### src/hdl/gbr_pkg.sv
// Shared constants and types for the 3x3 Gaussian blur block.
// Depends on nothing; gbr_line_buf, gbr_lane and the top level import it.
package gbr_pkg;

  localparam int MAX_WIDTH = 1024;
  localparam int COL_W     = $clog2(MAX_WIDTH);
  // width of the row-length compare, wide enough for the register and the limit
  localparam int WX        = (COL_W + 1 > 11) ? COL_W + 1 : 11;
  localparam int LB_W      = 48;  // {upper row, lower row} per column
  localparam int NUM_LANES = 3;

  // register indexes, byte address 4*i
  localparam logic [2:0] REG_WIDTH  = 3'd0;
  localparam logic [2:0] REG_HEIGHT = 3'd1;
  localparam logic [2:0] REG_WC     = 3'd2;
  localparam logic [2:0] REG_WE     = 3'd3;
  localparam logic [2:0] REG_WK     = 3'd4;

  typedef struct packed {
    logic en1;  // load first stage (tap sums)
    logic en2;  // load product stage
    logic en3;  // load output register
  } gbr_ctrl_t;

  typedef struct packed {
    logic [12:0] center;
    logic [12:0] edge_w;
    logic [12:0] corner;
  } gbr_weights_t;

endpackage

### src/hdl/gbr_lane.sv
// One color-channel lane: tap sums, weight products, round and saturate.
// Depends on gbr_pkg.
module gbr_lane import gbr_pkg::*; (
  input  logic            clk,
  input  gbr_ctrl_t       ctrl,
  input  gbr_weights_t    wts,
  input  logic [8:0][7:0] tap,   // row-major 3x3, tap[4] is the center
  output logic [7:0]      pix
);

  logic [7:0]  c1;
  logic [9:0]  e1, k1;
  logic [20:0] pc;
  logic [22:0] pe, pk;
  logic [24:0] acc;
  logic [12:0] rnd;

  always_ff @(posedge clk) begin
    if (ctrl.en1) begin
      c1 <= tap[4];
      e1 <= 10'(tap[1]) + 10'(tap[3]) + 10'(tap[5]) + 10'(tap[7]);
      k1 <= 10'(tap[0]) + 10'(tap[2]) + 10'(tap[6]) + 10'(tap[8]);
    end
  end

  always_ff @(posedge clk) begin
    if (ctrl.en2) begin
      pc <= 21'(c1) * 21'(wts.center);
      pe <= 23'(e1) * 23'(wts.edge_w);
      pk <= 23'(k1) * 23'(wts.corner);
    end
  end

  assign acc = 25'(pc) + 25'(pe) + 25'(pk) + 25'd2048;
  assign rnd = acc[24:12];

  always_ff @(posedge clk) begin
    if (ctrl.en3) begin
      pix <= (rnd > 13'd255) ? 8'hFF : rnd[7:0];
    end
  end

endmodule

### config.mk
export PLATFORM = sky130hd
export DESIGN_NAME = gbr_lane
export DESIGN_NICKNAME = d
export VERILOG_FILES = /design/src/hdl/gbr_pkg.sv /design/src/hdl/gbr_lane.sv
export SDC_FILE = /design/constraint.sdc
export NUM_CORES = 1
export LEC_CHECK = 0
export BUFFER_PORTS_ARGS = -buffer_cell sky130_fd_sc_hd__buf_2
export CAP_MARGIN = 40
export CORE_UTILIZATION = 51
export CTS_CLUSTER_SIZE = 10
export DETAILED_ROUTE_END_ITERATION = 6
export GPL_TIMING_DRIVEN = 0
export PLACE_DENSITY_LB_ADDON = 0.12
export SLEW_MARGIN = 5
export SYNTH_ARGS = -nofsm -noshare
export SYNTH_HDL_FRONTEND = slang
export SYNTH_SLANG_ARGS = --single-unit
### constraint.sdc
create_clock -name clk -period 11.3 [get_ports clk]
set_input_delay 2.26 -clock clk [delete_from_list [all_inputs] [get_ports clk]]
set_output_delay 2.26 -clock clk [all_outputs]
set_load 0.01 [all_outputs]
==> impl_metrics.ini, run 1 <==
[routing]
routed-wl-met2_microns = 17720
vias = 11750
drtAntennaViolNets = 0
wl_met3_microns = 1485
first_iter_violations = 432
dr.pass1.iters = 7
wl_met1_microns = 16000
drc = 0
wl_microns = 35720
wl_per_cell_microns = 15.86
top_layer = met4
vias_per_cell = 5.218

[setup_path]
cp.arrival_ns = 7.88
cp-endpoint = pe[22]
critical_path_class = in -> reg
worstReg2RegEnd = pe[22]
path_max_fanout = 10
end_kind = register
critPathRequiredTime_ns = 11.41
r2r-start = e1[1]
ff2ff_path_depth = 19
cp-start-kind = primary input
startpoint = wts[18]
ff2ff_setup_slack_ns = 4.88

[sta]
tightest_slew_ns = 0.8531
setup-violations-final = 0
finalCritPeriodShare_pct = 68.76
fin_worst_skew_ns = 0.01687
clock.fmax_mhz = 128.7
max-slew-margin-rel_pct = 43.13
fin_crit_ns = 7.770
finalHoldViolCount = 0
fin_tns_setup_ns = 0
rsz0062_at_grt = false
finalMaxSlewViolations = 0

[floorplan]
die_h_microns = 185.8
chipWidth_microns = 185.8
fp-row-count = 66
core_sq_um = 32870
die_area_sq_um = 34520
start_util_pct = 52.43
ioPinCount = 123

[global_route]
first_global_vias = 12760
grt_max_degree = 68
grt_overflow = 0
grt_pass1_wl_microns = 61440
grt_antenna_before_repair = 0
grt_use_total_pct = 22.94

[synthesis]
avgSynthCellArea_sq_um = 10.20
yosysTopAreaCell = fa_1
yosysMostFrequentCell = fa_1
synthArstFlopShare_pct = 0
synth.distinct_cells = 57
synthCells = 1689
synthesis.nets = 2315
synth.top_cells.by_count = fa_1, inv_1, ha_1, and2_1, nand2_1
ys_seq_area_share_pct = 17.95
netlist_area_sq_um = 17230
synth-edff-count = 103
yosys_most_used_dff = edfxtp_1
synth.area.top_cells = fa_1, edfxtp_1, ha_1, and2_1, inv_1
synth_top_area_share_pct = 33.81
yosysWarnings = 0
yosys_register_bits = 103

[clock_tree]
cts_tree = yes
hold_buffers = 0
insertion_delay_ns = 0.37
clockBufferDepth = 2
htreeDepth = 3
cts_setup_buffers = 0
cts_sinks = 103
cts_buffers = 9
cts_resized = 0
clk_pin_slew_ns = 0.08
cts_root_buffer = clkbuf_16

[placement]
io_buffer_count = 104
place_hpwl_microns = 30180
dpl.cell_count = 2236
placed_cell_area_sq_um = 18330
gp_congestion = 0.8154

[layout]
seqCellArea_sq_um = 3093
multi_input_comb_area_sq_um = 12920
n_antenna_cell = 0
fillCellCount = 2985
synthToLayoutAreaGrowth_pct = 8.358
nets = 2431
drive_above_1_share_pct = 7.238
design_area_sq_um = 18670
final_cells = 2252

[worst_hold_path]
hold_class = reg -> reg
holdPathStages = 1

[run]
maxCapViolations = 0

[run_status]
outcome = completed
==> critical path, stage by stage <==
cell and delay (ns):
clkbuf_1 0.43, nand2_1 0.16, fa_1 0.53, fa_1 0.54
inv_1 0.05, fa_1 0.45, fa_1 0.51, inv_1 0.06
fa_1 0.47, inv_1 0.04, ha_1 0.32, and2_4 0.18
or4_4 0.42, o2111ai_2 0.27, a211oi_1 0.18, or4b_4 0.56
a31o_1 0.24, a21oi_2 0.14, xnor2_1 0.08
==> how the worst min path moves through the flow <==
stage | slack (ns) | startpoint | end
floorplan | 0.55 | c1[0] | pc[0]
global placement | 0.66 | c1[0] | pc[0]
detailed placement | 0.68 | c1[0] | pc[0]
CTS | 0.71 | c1[0] | pc[0]
global route | 0.73 | c1[0] | pc[0]
finish | 0.70 | c1[0] | pc[0]
==> cell usage in the layout, fill, tap and decap left out, types with 2 or more instances in the layout <==
cell,instances
nor2_1,33
clkbuf_16,9
o21ai_1,9
nand2b_1,9
a31o_1,2
o41ai_1,2
and2_1,208
nand2_1,191
and4_1,4
a21o_1,22
nor3_1,13
o211ai_1,3
clkbuf_1,46
buf_2,103
or3_1,6
ha_1,220
xnor2_1,57
xor2_1,19
and3_1,4
a31oi_1,5
or2_2,4
fa_1,291
nand4_1,2
o21ai_0,23
bufinv_16,3
a21oi_1,58
o21a_1,10
nor2b_1,6
edfxtp_1,103
inv_1,278
o21bai_1,9
nand3_1,19
a211oi_1,6
==> sequential cells by signal, indices dropped and copies added (netlist names) <==
name / cells
pix: 8
pe: 23
k1: 10
pc: 21
pk: 23
c1: 8
e1: 10
==> cell type report <==
cell class	instances	area share (%)
clock inverters	7	0.6366
flip-flops and latches	103	16.57
inverters	278	5.589
repair buffers	105	2.908
multi-input cells	1262	69.21
plain buffers	46	0.9248
clock buffers	9	1.206
well taps	442	2.962
==> kinds of logic (layout without fill, tap and decap cells) <==
logic type	Yosys count	in the layout	synth area share, %
fa+ha+maj	511	511	49.79
simple gates	507	507	15.10
buf+inv	324	445	7.058
compound gates	167	167	6.180
flops	103	103	17.95
xor+xnor	76	76	3.863
mux	1	1	0.06535
==> routing by layer <==
| metal | track usage, % | up-vias |
|---|---|---|
| li1 | - | 5602 |
| met1 | 30.46 | 5869 |
| met2 | 40.10 | 248 |
| met3 | 2.544 | 32 |
| met4 | 5.443 | 0 |
| met5 | 0 | - |
==> through the flow <==
step | setup WS [ns] | util [%] | hold slack [ns]
global route | 3.270 | 56.81 | 0.7305
floorplan | 3.733 | - | 0.5544
finish | 3.530 | 56.81 | 0.7006
detailed placement | 3.157 | 55.76 | 0.6839
global placement | 3.180 | 55.69 | 0.6594
CTS | 3.542 | 56.81 | 0.7138
Power of run 1 is not shown: default switching activity piles up to over one toggle a cycle in this logic, so the estimate is an artifact.
==> run 2, diff against run 1 <==
ABC_AREA = 1   (was unset)
clock period = 6.3 ns   (was 11.3 ns; I/O delays follow)
==> run 2 against run 1 <==
  * The flow now finishes with violations (design-rule violations)
  * Clock skew down 0.0069 ns
  * Cell count is 24% higher
  * Register-to-register slack got worse by 4.1 ns
  * Global-route usage rose by 0.96 points
  * Critical path depth up 1
  * Critical path type unchanged
  * Largest cell class unchanged
  * Highest routed layer unchanged
==> impl_metrics.ini, run 2 <==
[layout]
mostFrequentLayoutCells = nand2_1, inv_1, fa_1, ha_1, edfxtp_1
final_common_cell = nand2_1
final_util_pct = 55.86
n_antenna_cell = 0
final_cells = 2790
synthToLayoutAreaGrowth_pct = 7.065
reg.largest.list = pe: 23 flops, pk: 23 flops, pc: 21 flops
design_area_sq_um = 19970
nets = 2950
drive_above_1_share_pct = 5.195

[setup_path]
cp.arrival_ns = 6.08
critPathTopFamily = adder cells
critPathRequiredTime_ns = 6.49
path_cells = clkbuf_1 -> nand2_1 -> fa_1 -> inv_1 -> fa_1 -> inv_1 -> fa_1 -> inv_1 -> fa_1 -> inv_1 -> fa_1 -> inv_1 -> ha_1 -> nand2_1 -> o21ai_0 -> nand2_1 -> nand3_1 -> nand3_1 -> nand2_1 -> xor2_1
slowest_delay_ns = 0.56
cp-start-kind = primary input
crit_slowest_cell = fa_1
cp.buffers_inverters = 6
end_kind = register
ff2ff_path_depth = 19
critical_path_class = in -> reg
cp_num_cells = 20
path_max_fanout = 10

[placement]
io_buffer_count = 83
dpl.cell_count = 2774
place_hpwl_microns = 36160
placed_cell_area_sq_um = 19640
gp_congestion = 0.8948

[clock_tree]
cts_buffers = 9
htreeDepth = 3
cts_resized = 0
clockBufferDepth = 2
insertion_delay_ns = 0.36
cts_sinks = 103
hold_buffers = 0
cts_root_buffer = clkbuf_16
clk_pin_slew_ns = 0.08
cts_setup_buffers = 0
cts_tree = yes

[sta]
fin_worst_skew_ns = 0.009954
max-slew-margin-rel_pct = 44.45
fin_tns_setup_ns = 0
fin_crit_ns = 5.890
finalMaxSlewViolations = 0
clock.fmax_mhz = 169.8
finalCritPeriodShare_pct = 93.49
tightest_slew_ns = 0.8333
finalHoldViolCount = 0
setup-violations-final = 0
rsz0062_at_grt = false

[synthesis]
synth.distinct_cells = 40
yosysTopAreaCell = fa_1
synth.area.top_cells = fa_1, edfxtp_1, ha_1, nand2_1, inv_1
synth_top_area_share_pct = 31.24
synth.top_cells.by_count = nand2_1, inv_1, fa_1, ha_1, edfxtp_1
synthesis.nets = 2856
yosysWarnings = 0
yosys_most_used_dff = edfxtp_1
yosysMostFrequentCell = nand2_1
synthArstFlopShare_pct = 0
synthCells = 2230
synth-edff-count = 103
avgSynthCellArea_sq_um = 8.362
ys_seq_area_share_pct = 16.59
yosys_register_bits = 103
netlist_area_sq_um = 18650

[run]
maxCapViolations = 0

[global_route]
grt_use_total_pct = 23.90
grt_antenna_before_repair = 0
grt_overflow = 0
first_global_vias = 14780
grt_max_degree = 68
grt_pass1_wl_microns = 72080

[routing]
dr.pass1.iters = 7
drtAntennaViolNets = 0
drc = 6
vias = 14070
first_iter_violations = 848
wl_microns = 42170
wl_per_cell_microns = 15.11
vias_per_cell = 5.044

[floorplan]
die_h_microns = 193.2
ioPinCount = 123
die_area_sq_um = 37330
start_util_pct = 52.17
chipWidth_microns = 193.2
fp-row-count = 69
core_sq_um = 35740

[worst_hold_path]
hold_class = reg -> reg
holdPathStages = 2

[run_status]
outcome = finished, violations left
violations = design-rule violations
[run 2: cells by family (layout without fill, tap and decap cells)]
logic type	Yosys count	count (layout)	synth area share (%)
simple gates	744	744	16.12
fa+ha+maj	511	511	46.00
flops	103	103	16.59
compound gates	167	167	5.012
xor+xnor	77	77	3.616
buf+inv	628	727	12.67
[run 2: stage by stage]
stage	hold slack, ns	worst slack (ns)
finish	0.6551	0.4103
global route	0.7294	0.1851
CTS	0.6541	0.4300
detailed placement	0.6342	0.04263
global placement	0.6397	0.09325
floorplan	0.5504	0.6697
[run 2: layer usage]
| layer | global-route usage (%) | vias to the layer above | wire (microns) |
|---|---|---|---|
| met2 | 40.45 | 305 | 19890 |
| met1 | 33.10 | 6829 | 19910 |
| met4 | 4.593 | 0 | 557 |
| met3 | 3.103 | 38 | 1812 |
| met5 | 0 | - | 0 |
| li1 | - | 6902 | - |
[run 2: worst reg2reg max path, delay by kind of cell (launching register included)]
family	cells	cell delay, ns
adder cells (fa/ha/maj)	6	2.84
AO/OA/AOI/OAI	5	0.85
buffers and inverters	6	0.71
flip-flops	1	0.59
AND/OR/NAND/NOR	1	0.15
XOR/XNOR	1	0.09
[run 2: path summary, 6_finish.rpt]
check             startpoint  endpoint  slack [ns]
setup / recovery      wts[7]    pk[16]        0.41
hold / removal         c1[0]     pc[0]        0.66
setup reg to reg       e1[2]    pe[17]        0.81
hold reg to reg        c1[0]     pc[0]        0.66
[run 2: layout make-up]
type	count	area (sq um)
fill	3450	15780
clock buffer	9	225.2
multi-input combinational	1499	13190
sequential	103	3093
tap	461	576.8
buffer	67	256.5
clock inverter	7	97.59
inverter	561	2106
timing repair buffer	83	417.9
Power of run 2 is left out for the same reason.
==> run 3, diff against run 2 <==
RECOVER_POWER = 100   (was unset)
==> run 3 against run 2 <==
  * The flow finishes with violations (max-capacitance violations, max-slew violations)
  * Hold slack hardly changed
  * Cell count stayed put
  * Worst setup slack hardly changed
  * First-iteration DRC count is 5.7% higher
  * Clock skew is 0.00082 ns lower
  * Die area stayed put
  * Design area is 0.22% lower
  * Critical endpoint unchanged
  * Highest routed layer unchanged
==> impl_metrics.ini, run 3 (same netlist as run 2, synthesis figures left out) <==
[sta]
finalHoldViolCount = 0
finalCritPeriodShare_pct = 93.48
tightest_slew_ns = 3.478
hold_slack_ns = 0.6550
worst_slack_ns = 0.4108
finalMaxSlewViolations = 97
rsz0062_at_grt = false
clock.fmax_mhz = 169.8
max-slew-margin-rel_pct = -131.8
setup-violations-final = 0
fin_crit_ns = 5.889
fin_tns_setup_ns = 0
fin_worst_skew_ns = 0.009132

[layout]
reg.largest.list = pe: 23 flops, pk: 23 flops, pc: 21 flops
synthToLayoutAreaGrowth_pct = 6.830
final_common_cell = nand2_1
drive_above_1_share_pct = 4.294
n_antenna_cell = 0
nets = 2950
final_util_pct = 55.74
fillCellCount = 3471
mostFrequentLayoutCells = nand2_1, inv_1, fa_1, ha_1, edfxtp_1

[routing]
dr.pass1.iters = 7
wl_per_cell_microns = 15.11
first_iter_violations = 896
vias = 14080
vias_per_cell = 5.046
wl_microns = 42140
drtAntennaViolNets = 0
drc = 0

[floorplan]
fp-row-count = 69
core_sq_um = 35740
die_area_sq_um = 37330
start_util_pct = 52.17
ioPinCount = 123
die_h_microns = 193.2
chipWidth_microns = 193.2

[global_route]
first_global_vias = 14780
grt_overflow = 0
grt_use_total_pct = 23.90
met2_usage_pct = 40.45
grt_util_met1_pct = 33.10
grt_max_degree = 68
busiest_layer = met2
grt_antenna_before_repair = 0
grt.met3_usage_pct = 3.103
grt_pass1_wl_microns = 72080

[setup_path]
critical_path_class = in -> reg
crit_slowest_cell = fa_1
worstReg2RegEnd = pe[17]
r2r-start = e1[2]
end_kind = register
critPathRequiredTime_ns = 6.49
startpoint = wts[6]
path_cells = clkbuf_1 -> nand2_1 -> fa_1 -> inv_1 -> fa_1 -> inv_1 -> fa_1 -> inv_1 -> fa_1 -> inv_1 -> fa_1 -> inv_1 -> ha_1 -> nand2_1 -> o21ai_0 -> nand2_1 -> nand3_1 -> nand3_1 -> nand2_1 -> xor2_1
path_max_fanout = 10
slowest_delay_ns = 0.53
cp-start-kind = primary input
cp-endpoint = pk[16]
ff2ff_setup_slack_ns = 0.78
cp.arrival_ns = 6.08
ff2ff_path_depth = 19

[placement]
gp_congestion = 0.8948
preCtsSetupSlack_ns = 0.04263
io_buffer_count = 83
place_hpwl_microns = 36160

[clock_tree]
htreeDepth = 3
hold_buffers = 0
clk_pin_slew_ns = 0.08
cts_tree = yes
clockBufferDepth = 2
cts_root_buffer = clkbuf_16
cts_sinks = 103
cts_setup_buffers = 0
insertion_delay_ns = 0.36
cts_buffers = 9
cts_resized = 0

[run_status]
outcome = finished, violations left
violations = max-capacitance violations, max-slew violations

[run]
maxCapViolations = 2

[worst_hold_path]
hold_class = reg -> reg
## run 3: how the worst min path moves through the flow
stage	startpoint	end	depth (start not counted)
after floorplan	c1[0]	pc[0]	2
after global placement	c1[0]	pc[0]	2
after detailed placement	c1[0]	pc[0]	2
after CTS	c1[0]	pc[0]	2
after global routing	c1[0]	pc[0]	2
final	c1[0]	pc[0]	2
## run 3: metrics by stage
stage | cells | area [sq um]
2_1_floorplan | 2230 | 18650
3_5_place_dp | 2774 | 19640
3_3_place_gp | 2774 | 19640
5_1_grt | 2790 | 19920
4_1_cts | 2790 | 19970
6_report | 2790 | 19920
## run 3: metal layers
metal	up-vias	part of all wire, %
met2	314	47
met4	0	1.2
met5	-	0
li1	6900	-
met3	38	4.4
met1	6827	47
## run 3: critical path: cells and delay by family
kind | cells | cell delay [ns]
xor gates and xnor gates | 1 | 0.20
buffers and inverters | 6 | 0.75
AOI/OAI and AO/OA | 1 | 0.27
adders and majority gates | 6 | 2.88
and+or+nand+nor | 6 | 0.72
## run 3: cell type report
cell class	instances	area [sq um]	share of cell area [%]
multi-input combinational	1499	13170	66.12
sequential	103	3093	15.53
inverter	561	2106	10.57
tap	461	576.8	2.895
timing repair buffer	83	394.1	1.978
buffer	67	256.5	1.288
clock buffer	9	225.2	1.131
clock inverter	7	97.59	0.4899
Power of run 3 is left out for the same reason.
